==> src/design/pft_ram.sv <==
module pft_ram #(
    parameter int WIDTH = 48,
    parameter int DEPTH = 16
) (
    input  logic                     clk,
    input  logic                     wr_en,
    input  logic [$clog2(DEPTH)-1:0] wr_addr,
    input  logic [WIDTH-1:0]         wr_data,
    input  logic [$clog2(DEPTH)-1:0] rd_addr,
    output logic [WIDTH-1:0]         rd_data
);

    logic [WIDTH-1:0] mem [DEPTH];

    // write one entry, register the read
    always_ff @(posedge clk)
    begin
        if (wr_en)
        begin
            mem[wr_addr] <= wr_data;
        end
        rd_data <= mem[rd_addr];
    end

endmodule

==> config.mk <==
export PLATFORM = sky130hd
export DESIGN_NAME = pft_ram
export DESIGN_NICKNAME = d
export VERILOG_FILES = /design/src/design/pft_ram.sv
export SDC_FILE = /design/constraint.sdc
export NUM_CORES = 1
export LEC_CHECK = 0
export ABC_AREA = 1
export BUFFER_PORTS_ARGS = -buffer_cell sky130_fd_sc_hd__buf_2
export CORE_ASPECT_RATIO = 0.7
export CORE_MARGIN = 3
export CORE_UTILIZATION = 50
export CTS_CLUSTER_SIZE = 12
export DETAILED_ROUTE_END_ITERATION = 10
export PLACE_DENSITY = 0.72
export SLEW_MARGIN = 20
export SYNTH_ARGS = -nofsm -noshare
export SYNTH_HDL_FRONTEND = slang
export SYNTH_SLANG_ARGS = --single-unit
==> constraint.sdc <==
create_clock -name clk -period 5.7 [get_ports clk]
set_input_delay 0 -clock clk [delete_from_list [all_inputs] [get_ports clk]]
set_output_delay 0 -clock clk [all_outputs]
set_load 0.1 [all_outputs]
After elaboration in Yosys (flattened, before gate mapping) --
Memory sizes are Yosys's and may differ from the RTL's. A register that Yosys moved wholly into a read port is not among the register bits. Cells that the tools add are included. Widths: inputs -> output; s select.
Operators by class: multiplexer cells 2
Operator list (count):
- $mux 1 | 2
Word-level totals: register bits after elaboration 0, bits in writable memories 768, input bits 58, output and inout bits 48, logic and storage cells 3, memories kept 1
Memories:
- mem | words 16, width 48, rd ports 1, clocked after Yosys merged registers in 1, write ports 1, RTL line 13 | logic [WIDTH-1:0] mem [DEPTH];

Longest topological paths before layout --
word-level depth 2, depth in mapped cells 10, gate-level depth less buffers 7

Worst setup path after synthesis --
OpenSTA, ideal clock, no wires.
path kind input to register, start point in wr_addr[2], end point mem mem[10][0] (enable), library setup time 454 ps, arrival 2232 ps, required time 5246 ps, path slack 3014 ps, stages on the path 2, buffers on the path 0, cells stage by stage nand3b_1 -> nor2_1
RTL lines:
- start: declaration | RTL line 7 | input logic [$clog2(DEPTH)-1:0] wr_addr,
- end: declaration | RTL line 13
No word-level cell before the write port.

==> impl_metrics.env <==
export IMPL_status="completed"
export IMPL_fin_hold_ws_ps=62.4
export IMPL_clk_latency_ps=610
export IMPL_mostFrequentLayoutCells="nand2_1, edfxtp_1, inv_1"
export IMPL_synth_area_leaders="edfxtp_1, nand2_1, nand3_1"
export IMPL_drive_gt1_frac=0.0723
export IMPL_drt_total_wl_um=79200
export IMPL_antenna_found_initial=4
export IMPL_fin_skew_ps=15.5
export IMPL_start_util=0.509
export IMPL_clock_sinks=816
export IMPL_synth_area_um2=34000
export IMPL_maxSlewHeadroom=0.260
export IMPL_dr_first_iter_drc_count=2687
export IMPL_drc=0
export IMPL_path_buf_inv=5
export IMPL_final_common_cell="nand2_1"
export IMPL_syn_avg_cell_area_um2=10.7
export IMPL_nets=3332
export IMPL_place_congestion=0.774
export IMPL_wire_per_inst_um=18.7
export IMPL_syn_inst=3165
export IMPL_synth_cell_type_count=15
export IMPL_power_density_nw_per_um2=332
export IMPL_tns_ps=0
export IMPL_cts_setup_buffers=0
export IMPL_seq_area_frac_synth=0.707
export IMPL_layout_cells_non_filler=4226
export IMPL_worst_pin_slew_ps=1110
export IMPL_rows=79
export IMPL_critPathMaxStageDelay_ps=850
export IMPL_dp_cells=4032
export IMPL_slowest_stage="clkinv_8"
export IMPL_path_class="input pin to register"
export IMPL_p_leak_nw=16.0
export IMPL_design_die_area_um2=71200
export IMPL_grt_pass1_wl_um=121000
export IMPL_end_kind="register"
export IMPL_cts_root_buf="clkbuf_16"
export IMPL_required_ps=6260
export IMPL_grt_pass1_vias=20700
export IMPL_cts_htree_levels=3
export IMPL_min_path_type="input pin to register"
export IMPL_crit_family="buffers and inverters"
export IMPL_fmax_ghz=0.312
export IMPL_synth_top_area_share=0.679
export IMPL_reg2reg_from="mem[13][22]$_DFFE_PP_"
export IMPL_ys_warn_count=0
export IMPL_port_buffers=105
export IMPL_crit_end="rd_data[22]$_DFF_P_"
export IMPL_reg2reg_slack_ps=3680
export IMPL_vias_per_cell=5.16
export IMPL_io_pins=106
export IMPL_finalSetupViolations=0
export IMPL_ant_nets=0
export IMPL_crit_start="rd_addr[0]"
export IMPL_cp_max_fo=188
export IMPL_fin_crit_sh=0.562
export IMPL_hold_viol_final=0
export IMPL_die_x_um=318
export IMPL_ir_worst_vdd_uv=275
export IMPL_yosysTopAreaCell="edfxtp_1"
export IMPL_grt_usage=0.221
export IMPL_finalMaxSlewViolations=0
export IMPL_worstPathArrival_ps=3760
export IMPL_path_depth=10
export IMPL_cts_hold_buf=52
export IMPL_synth_fp_nets=3223
export IMPL_filler_cell_count=5543
export IMPL_grt_setup_unrepaired="no"
export IMPL_cts_tree="yes"
export IMPL_core_um2=66800
export IMPL_max_cap_viol_count=0
export IMPL_grt_start_max_net_pins=189
export IMPL_grt_overflow_total=0
export IMPL_path_common_cell="nand3_1"
export IMPL_clk_pin_slew_ps=60
export IMPL_synth_seq_cells=816
export IMPL_die_y_um=224
export IMPL_timing_rr_end="rd_data[22]$_DFF_P_"
export IMPL_cts_resized=0
export IMPL_worstRegToRegCells=8
export IMPL_first_pass_iters=6
export IMPL_utilization=0.566
export IMPL_cts_buffers=78
export IMPL_syn2layout_area_growth_pct=11.3
export IMPL_max_clock_path_buffers=3
export IMPL_post_dp_hpwl_um=37700
export IMPL_crit_path_start_kind="input pin"
export IMPL_min_period_ps=3200
export IMPL_vias=21800
export IMPL_path_cells="buf_8 > clkinv_8 > buf_12 > nand2_1 > nand3_1 > nand3_1 > nand3_1 > dlygate4sd3_1 > nand2_1 > dlygate4sd3_1"
-- registers in the layout, summed over array words and instances (netlist names) --
name	flops
mem	768
rd_data	48
-- through the flow --
step           setup slack (ps)  total power [mW]  cell area [um2]
2_1_floorplan              3010              7.61            34000
3_3_place_gp               2930              7.87            35000
3_5_place_dp               2900              7.89            35000
4_1_cts                    2600              12.6            37800
5_1_grt                    2300              13.0            37800
6_report                   2500              12.6            37800
-- power by group --
group          switching [mW]  internal (mW)
registers              0.0473           6.71
logic                   0.816          0.225
clock network            2.12           2.66
total                    2.98           9.59
-- metal layers --
layer  share of wire  vias up  GRT usage
met4           0.022        2     0.0669
met5         0.00016        -          0
met3           0.098      131     0.0462
met2            0.45      999      0.341
li1                -    10400          -
met1            0.43    10300      0.318
-- logic make-up (layout without fill, tap and decap cells) --
logic type             count (synthesis)  in the layout  share of synthesized area
buffers and inverters                740            907                     0.0941
DFF                                  816            816                      0.707
other                                  0              3                          0
and+or+nand+nor                     1609           1609                      0.199
-- tightest hold or removal path, cell delays in order --
cell     delay (ps)
buf_6           290
nand2_1         150
nand3_1          60
nand3_1          70
nand2_1          40
-- cells in the mapped netlist (all sizes together) --
master,count
nand2,1013
dfxtp,48
buf,133
clkbuf,25
edfxtp,768
nor2,17
inv,582
nand3,577
nand3b,2
-- worst min-delay path by stage --
stage,start,end,slack (ps),depth (start not counted)
global placement,wr_data[37],mem[0][37]$_DFFE_PP_,380,1
floorplan,wr_data[0],mem[0][0]$_DFFE_PP_,100,0
global route,rd_addr[1],rd_data[18]$_DFF_P_,60,5
detailed placement,wr_data[10],mem[15][10]$_DFFE_PP_,380,1
finish,rd_addr[1],rd_data[18]$_DFF_P_,60,5
CTS,rd_addr[1],rd_data[18]$_DFF_P_,40,5
-- layout make-up --
class                   instances  area (um2)  area share
repair buffers                187        1330      0.0350
inverters                     582        2200      0.0583
flip-flops and latches        816       24000       0.635
multi-input cells            1609        6890       0.182
well taps                     891        1110      0.0295
diodes                          3        7.51    0.000198
clock inverters                 5        38.8     0.00103
clock buffers                 133        2230      0.0590
(Power assumes the default switching activity.)
