--- config.mk ---
export PLATFORM = sky130hd
export DESIGN_NAME = pft_div
export DESIGN_NICKNAME = d
export VERILOG_FILES = /design/src/design/pft_div.sv
export SDC_FILE = /design/constraint.sdc
export NUM_CORES = 1
export LEC_CHECK = 0
export BUFFER_PORTS_ARGS = -buffer_cell sky130_fd_sc_hd__buf_4
export CORE_MARGIN = 1.5
export CORE_UTILIZATION = 50
export DETAILED_ROUTE_END_ITERATION = 8
export HOLD_SLACK_MARGIN = 0.03
export PLACE_DENSITY = 0.68
export SETUP_SLACK_MARGIN = 0.05
export SLEW_MARGIN = 20
export SYNTH_ARGS = -nofsm -noshare
export SYNTH_HDL_FRONTEND = slang
export SYNTH_SLANG_ARGS = --single-unit
--- constraint.sdc ---
create_clock -name clk -period 3.47 [get_ports clk]
set_input_delay 0.347 -clock clk [delete_from_list [all_inputs] [get_ports clk]]
set_output_delay 0.347 -clock clk [all_outputs]
set_load 0.02 [all_outputs]
--- src/design/pft_div.sv ---
// signed restoring divider, truncates toward zero, one quotient bit a cycle
module pft_div #(
    parameter int NW = 21,
    parameter int DW = 5
) (
    input  logic          clk,
    input  logic          rst_n,
    input  logic          start,
    input  logic [NW-1:0] num,
    input  logic [DW-1:0] den,
    output logic          busy,
    output logic [NW-1:0] quo
);

    localparam int CW = $clog2(NW + 1);

    logic [NW-1:0] q_reg, q_next;
    logic [NW:0]   r_reg, r_next;
    logic [CW-1:0] cnt_reg, cnt_next;
    logic          neg_reg, neg_next;
    logic          busy_reg, busy_next;
    logic [NW:0]   trial;

    always_comb
    begin
        q_next    = q_reg;
        r_next    = r_reg;
        cnt_next  = cnt_reg;
        neg_next  = neg_reg;
        busy_next = busy_reg;
        trial     = {r_reg[NW-1:0], q_reg[NW-1]} - {{(NW+1-DW){1'b0}}, den};
        if (start)
        begin
            neg_next  = num[NW-1];
            q_next    = num[NW-1] ? (~num + 1'b1) : num;
            r_next    = '0;
            cnt_next  = CW'(NW);
            busy_next = 1'b1;
        end
        else if (busy_reg)
        begin
            // shift in one bit, subtract when it fits
            if (!trial[NW])
            begin
                r_next = trial;
                q_next = {q_reg[NW-2:0], 1'b1};
            end
            else
            begin
                r_next = {r_reg[NW-1:0], q_reg[NW-1]};
                q_next = {q_reg[NW-2:0], 1'b0};
            end
            cnt_next = cnt_reg - 1'b1;
            if (cnt_reg == CW'(1))
            begin
                busy_next = 1'b0;
                if (neg_reg)
                begin
                    q_next = ~q_next + 1'b1;
                end
            end
        end
    end

    always_ff @(posedge clk or negedge rst_n)
    begin
        if (!rst_n)
        begin
            busy_reg <= 1'b0;
            cnt_reg  <= '0;
        end
        else
        begin
            busy_reg <= busy_next;
            cnt_reg  <= cnt_next;
        end
    end

    always_ff @(posedge clk)
    begin
        q_reg   <= q_next;
        r_reg   <= r_next;
        neg_reg <= neg_next;
    end

    assign busy = busy_reg;
    assign quo  = q_reg;

endmodule

## After elaboration in Yosys (flattened, before gate mapping)

Index checks and enable logic that the tools add are counted.

- Muxes and demuxes: 14
- Reductions and logical operators: 1
- Bitwise operators: 2
- Equal/unequal tests: 1
- Add/sub/neg operators: 4

Operators by type and width:

| cell | number |
|---|---|
| 21-bit two-way mux | 8 |
| 21-bit by 1-bit adder with 21-bit output, second input constant | 2 |
| 21-bit NOT | 2 |
| 22-bit by 5-bit subtractor with 22-bit output | 1 |
| 5-bit two-way mux | 2 |
| 5-bit by 1-bit equality test with 1-bit output, second input constant | 1 |
| 5-bit by 1-bit subtractor with 5-bit output, second input constant | 1 |
| 1-bit two-way mux | 4 |
| 2-bit nonzero test | 1 |

- Input port bits: 29
- Output and inout bits: 22
- Register bits: 49
- Word-level logic and storage cells: 27

## Depth between registers and ports, before layout

- Depth after elaboration: 10
- Gate-level depth with buffers: 14
- Depth with buffers taken out: 14

## Worst setup path before layout

No wires, ideal clock.

- Path type: input port to flip-flop
- Start point: in den[1]
- End point: reg q_reg[16], in the netlist quo[16], data pin
- Stages on the path: 14
- Setup slack: 0.499 ns
- Library setup time: 0.271 ns
- Arrival time: 2.700 ns
- Path through: inv_1 > ha_1 > nor2b_1 > o2111ai_1 > nand3b_1 > nor3_1 > xnor2_1 > inv_1 > ha_1 > nand3b_1 > o21ai_0 > xnor2_1 > nor2_1 > a21oi_1

- Cells in the longest elaborated chain, start to end: 10

RTL lines:

| item | RTL line | source |
|---|---|---|
| start: declaration | 10 | `input logic [DW-1:0] den,` |
| 22-bit by 5-bit subtractor with 22-bit output | 31 | `trial = {r_reg[NW-1:0], q_reg[NW-1]} - {{(NW+1-DW){1'b0}}, den};` |
| 1-bit two-way mux | 43 | `if (!trial[NW])` |
| 21-bit two-way mux | 40 | `else if (busy_reg)` |
| 21-bit two-way mux | 32 | `if (start)` |
| 21-bit NOT | 59 | `q_next = ~q_next + 1'b1;` |
| 21-bit by 1-bit adder with 21-bit output | 59 |  |
| 21-bit two-way mux | 57 | `if (neg_reg)` |
| 21-bit two-way mux | 54 | `if (cnt_reg == CW'(1))` |
| 21-bit two-way mux | 40 |  |
| 21-bit two-way mux | 32 |  |
| via q_next[16] | 17 | `logic [NW-1:0] q_reg, q_next;` |
| end signal: assignment | 81 | `q_reg <= q_next;` |
| end: declaration | 17 |  |

The timed path passes the listed nets, and every way through them passes these cells. The select of a mux whose other input is x is not followed.
A chain may end at the register's enable or synchronous reset.

## Worst setup path in the final report

- Start point: reg r_reg[0]
- End point: reg q_reg[19], in the netlist quo[19], data pin

- Cells in the longest elaborated chain, start to end: 10

RTL lines:

| item | RTL line | source |
|---|---|---|
| start: declaration | 18 | `logic [NW:0] r_reg, r_next;` |
| start signal: assignment | 82 | `r_reg <= r_next;` |
| 22-bit by 5-bit subtractor with 22-bit output | 31 |  |
| 1-bit two-way mux | 43 |  |
| 21-bit two-way mux | 40 |  |
| 21-bit two-way mux | 32 |  |
| 21-bit NOT | 59 |  |
| 21-bit by 1-bit adder with 21-bit output | 59 |  |
| 21-bit two-way mux | 57 |  |
| 21-bit two-way mux | 54 |  |
| 21-bit two-way mux | 40 |  |
| 21-bit two-way mux | 32 |  |
| via q_next[19] | 17 |  |

The timed path passes the listed nets, and every way through them passes these cells. The select of a mux whose other input is x is not followed.

==> impl_results.md <==
* Overflow left after global routing at 0
* Clock network latency to the later pin of the worst-skew pair at 0.32 ns
* P_int at 1.531 mW
* Number of synthesized register bits at 49
* Clock transition at the registers of the reported paths at 0.10 ns
* Footprint of the multi-input gates at 0.002098 mm2
* Fillcell total at 624
* Total power at 2.536 mW
* Net switching share of the total power at 39.61%
* Wire length of the first global-routing pass at 14.01 mm
* Detailed-route wire length at 8.511 mm
* Fraction of synthesized cell area in xor and xnor cells at 12.37%
* Total number of vias at 3,145
* Pin count of the biggest net entering global routing at 51
* R2R depth at 8
* Critical path data required time at 3.53 ns
* Gate count after technology mapping at 402
* Area share of the largest cell type after synthesis at 19.04%
* Worst vdd rail ir drop at 0.3694 mV
* Worst-Margin Slew at 0.8956 ns
* TritonCTS buffer count at 5
* Maximum single-stage delay on the critical path at 0.58 ns
* Distinct cell type count after synthesis at 55
* Skew final at 0.008881 ns
* Yosys warnings at 0
* Initial cell density of the core at 51.35%
* Sequential element share of the synthesized area at 35.49%
* Flip-flop and latch area at 0.001231 mm2
* Leading area contributor after synthesis: edfxtp_1
* Max_slew headroom at 40.22%
* Highest achievable clock rate at 329.9 MHz
* Unrepaired setup endpoints after global routing: no
* Combinational family with the most area after synthesis: simple AND/OR/NAND/NOR gates
* Fraction of layout cells with a size suffix above 1 at 16.18%
* Post-synthesis adder-cell area fraction at 3.823%
* Diodes inserted at 0
* Die outline area at 0.007448 mm2
* Hold path depth at 3
* Die span in y at 86.30 um
* Tot GR Track Use at 23.77%
* Mean Syn Cell Area at 8.631 um2
* Routability congestion estimate at 0.8594
* Number of enable flip-flop cells after synthesis at 22
* Net count after synthesis at 441
* Number of buffer cells added on primary ports at 50
* Count of nets after finishing at 483
* Post-Synth Simple-Gate Area at 23.91%
* Horizontal die dimension at 86.30 um
* Share of synthesized flip-flops with an asynchronous set or reset at 12.24%
* Outcome: finished clean
* Remaining antenna violation count after routing at 0
* Number of levels in the clock H-tree at 2
* Category of the critical setup timing path: reg2reg
* Kind of end point of the critical path: register
* Top-level I/O count at 51
* Critical-path cell list: ha_1 -> nor2b_1 -> o2111ai_1 -> nand3b_1 -> or4_1 -> and2_1 -> o31a_1 -> or3_1
* Sequential group share of total power at 37.5%
* Antenna violations before repair at 0
* Area delta synth->final at 16.37%
* DRC violation total after the first TritonRoute iteration at 190
* Row cnt at 30
* Cell types with the largest area share after synthesis: edfxtp_1 19%, dfxtp_1 12%, xnor2_1 6.8%
* Wire length per cell after detailed routing at 16.21 um
* Most frequent cells after synthesis: 43 x nor2_1, 34 x nand2_1, 27 x xnor2_1
* Crit path time final at 3.032 ns
* Leak at 1.562 nW
* Max Root-Sink Buffers at 2
* Number of hold violations in the final report at 0
* Power dissipated by switching net loads at 1.004 mW
* Initial DRT Pass Iterations at 5
* Critical Path Start Type: register
* Hpwl dp at 5.897 mm
* Summed negative setup slack over all endpoints at 0 ns
* Relative contribution of combinational cells to total power at 45.4%
* Post-synthesis instance area at 0.003470 mm2
* DR DRC count at 0
* TritonCTS clock tree: done
* Multiplexer fraction of the synthesized cell area at 1.190%
* Area fraction in compound gates after synthesis at 18.97%
* Clock network power share at 17.1%
* Ys flop type: edfxtp_1
* Count of pins over their slew limit at 0
* Slowest library cell on the worst path: or4_1
* Largest fanout on the critical path at 7
* Total clock sinks at 49
* Final number of setup-violating endpoints at 0
* Hold WC Path Type: in2reg
* CTS Root Cell: clkbuf_8
* Hold Slack at 0.3525 ns
* Portion of the clock cycle consumed by the worst path in the final layout at 87.37%
* Top-count cell post-synth: nor2_1
* Average vias per placed instance at 5.990
* Core region area at 0.006756 mm2
* Worst EP arrival at 3.09 ns
* Power per cell area at 628.0 mW/mm2
* Number of global-route vias before repair at 2,883
* Number of max-cap violations at 0
==> per-layer routing <==
metal | wire (um) | vias to the layer above | track usage, %
met5 | 0 | - | 0
met4 | 123 | 0 | 7.625
met3 | 387 | 11 | 4.095
met2 | 4007 | 85 | 38.80
met1 | 3993 | 1486 | 32.21
li1 | - | 1563 | -
==> worst max-delay path, delay by kind of cell (launching register included) <==
family                   cells  cell delay [ns]
AO/OA/AOI/OAI                2             0.54
adder cells (fa/ha/maj)      1             0.26
flip-flops                   1             0.43
AND/OR/NAND/NOR              5             1.55
==> power by group through the flow <==
| stage | sequential [mW] | clock (mW) | combinational [mW] |
|---|---|---|---|
| finish | 0.951 | 0.434 | 1.15 |
| global route | 0.976 | 0.463 | 1.29 |
| CTS | 0.948 | 0.444 | 1.16 |
| detailed placement | 0.956 | 0 | 1.15 |
| global placement | 0.951 | 0 | 1.13 |
| floorplan | 0.950 | 0 | 0.843 |
==> final timing paths <==
path                               to  startpoint  slack, ns
max in group asynchronous  cnt_reg[4]       rst_n       2.98
min in group asynchronous  cnt_reg[1]       rst_n       0.38
max reg2reg                   quo[19]    r_reg[0]       0.44
min                            quo[0]      num[0]       0.35
min reg2reg                  r_reg[4]    r_reg[3]       0.50
max                           quo[19]    r_reg[0]       0.44
==> layout by cell type (no fill, tap or decap), drive strengths merged, types with 5 or more instances in the layout <==
| cell | count |
|---|---|
| a211oi | 19 |
| a21oi | 13 |
| a311oi | 5 |
| and3 | 5 |
| buf | 56 |
| clkbuf | 5 |
| dfrtp | 6 |
| dfxtp | 21 |
| edfxtp | 22 |
| ha | 9 |
| inv | 18 |
| nand2 | 34 |
| nand2b | 5 |
| nand3 | 6 |
| nand3b | 5 |
| nor2 | 43 |
| nor3 | 14 |
| nor4 | 9 |
| o21ai | 23 |
| o31ai | 11 |
| o41ai | 7 |
| or3 | 13 |
| or4 | 8 |
| xnor2 | 27 |
| xor2 | 22 |
==> repair_timing <==
action / 4_1_cts / 5_1_grt
setup buffers: 0 / 1
setup endpoints to repair: 0 / 5
hold buffers: 1 / 0
resized for setup: 0 / 1
endpoints found under the hold margin: 6 / 0
==> cell families after synthesis <==
kind of cell               Yosys count
buffers and inverters               39
muxes                                4
adders and majority gates           10
xor gates and xnor gates            49
and+or+nand+nor                    157
AOI/OAI and AO/OA                   94
DFF                                 49
==> per-stage QoR <==
stage	util (%)	area (um2)	worst slack (ns)	std cells
floorplan	-	3470	0.4990	402
CTS	59.54	4023	0.2929	524
detailed placement	57.70	3899	0.1765	515
global route	59.76	4038	0.1782	525
global placement	57.70	3899	0.3153	515
finish	59.76	4038	0.4384	525
==> area by class of cell <==
type	instances	share of cell area [%]
Clock buffer	5	1.704
Clock inverter	3	1.116
Inverter	17	1.580
Multi-Input combinational cell	314	51.97
Sequential cell	49	30.49
Tap cell	80	2.479
Timing Repair Buffer	57	10.66
(Power assumes the default switching activity.)
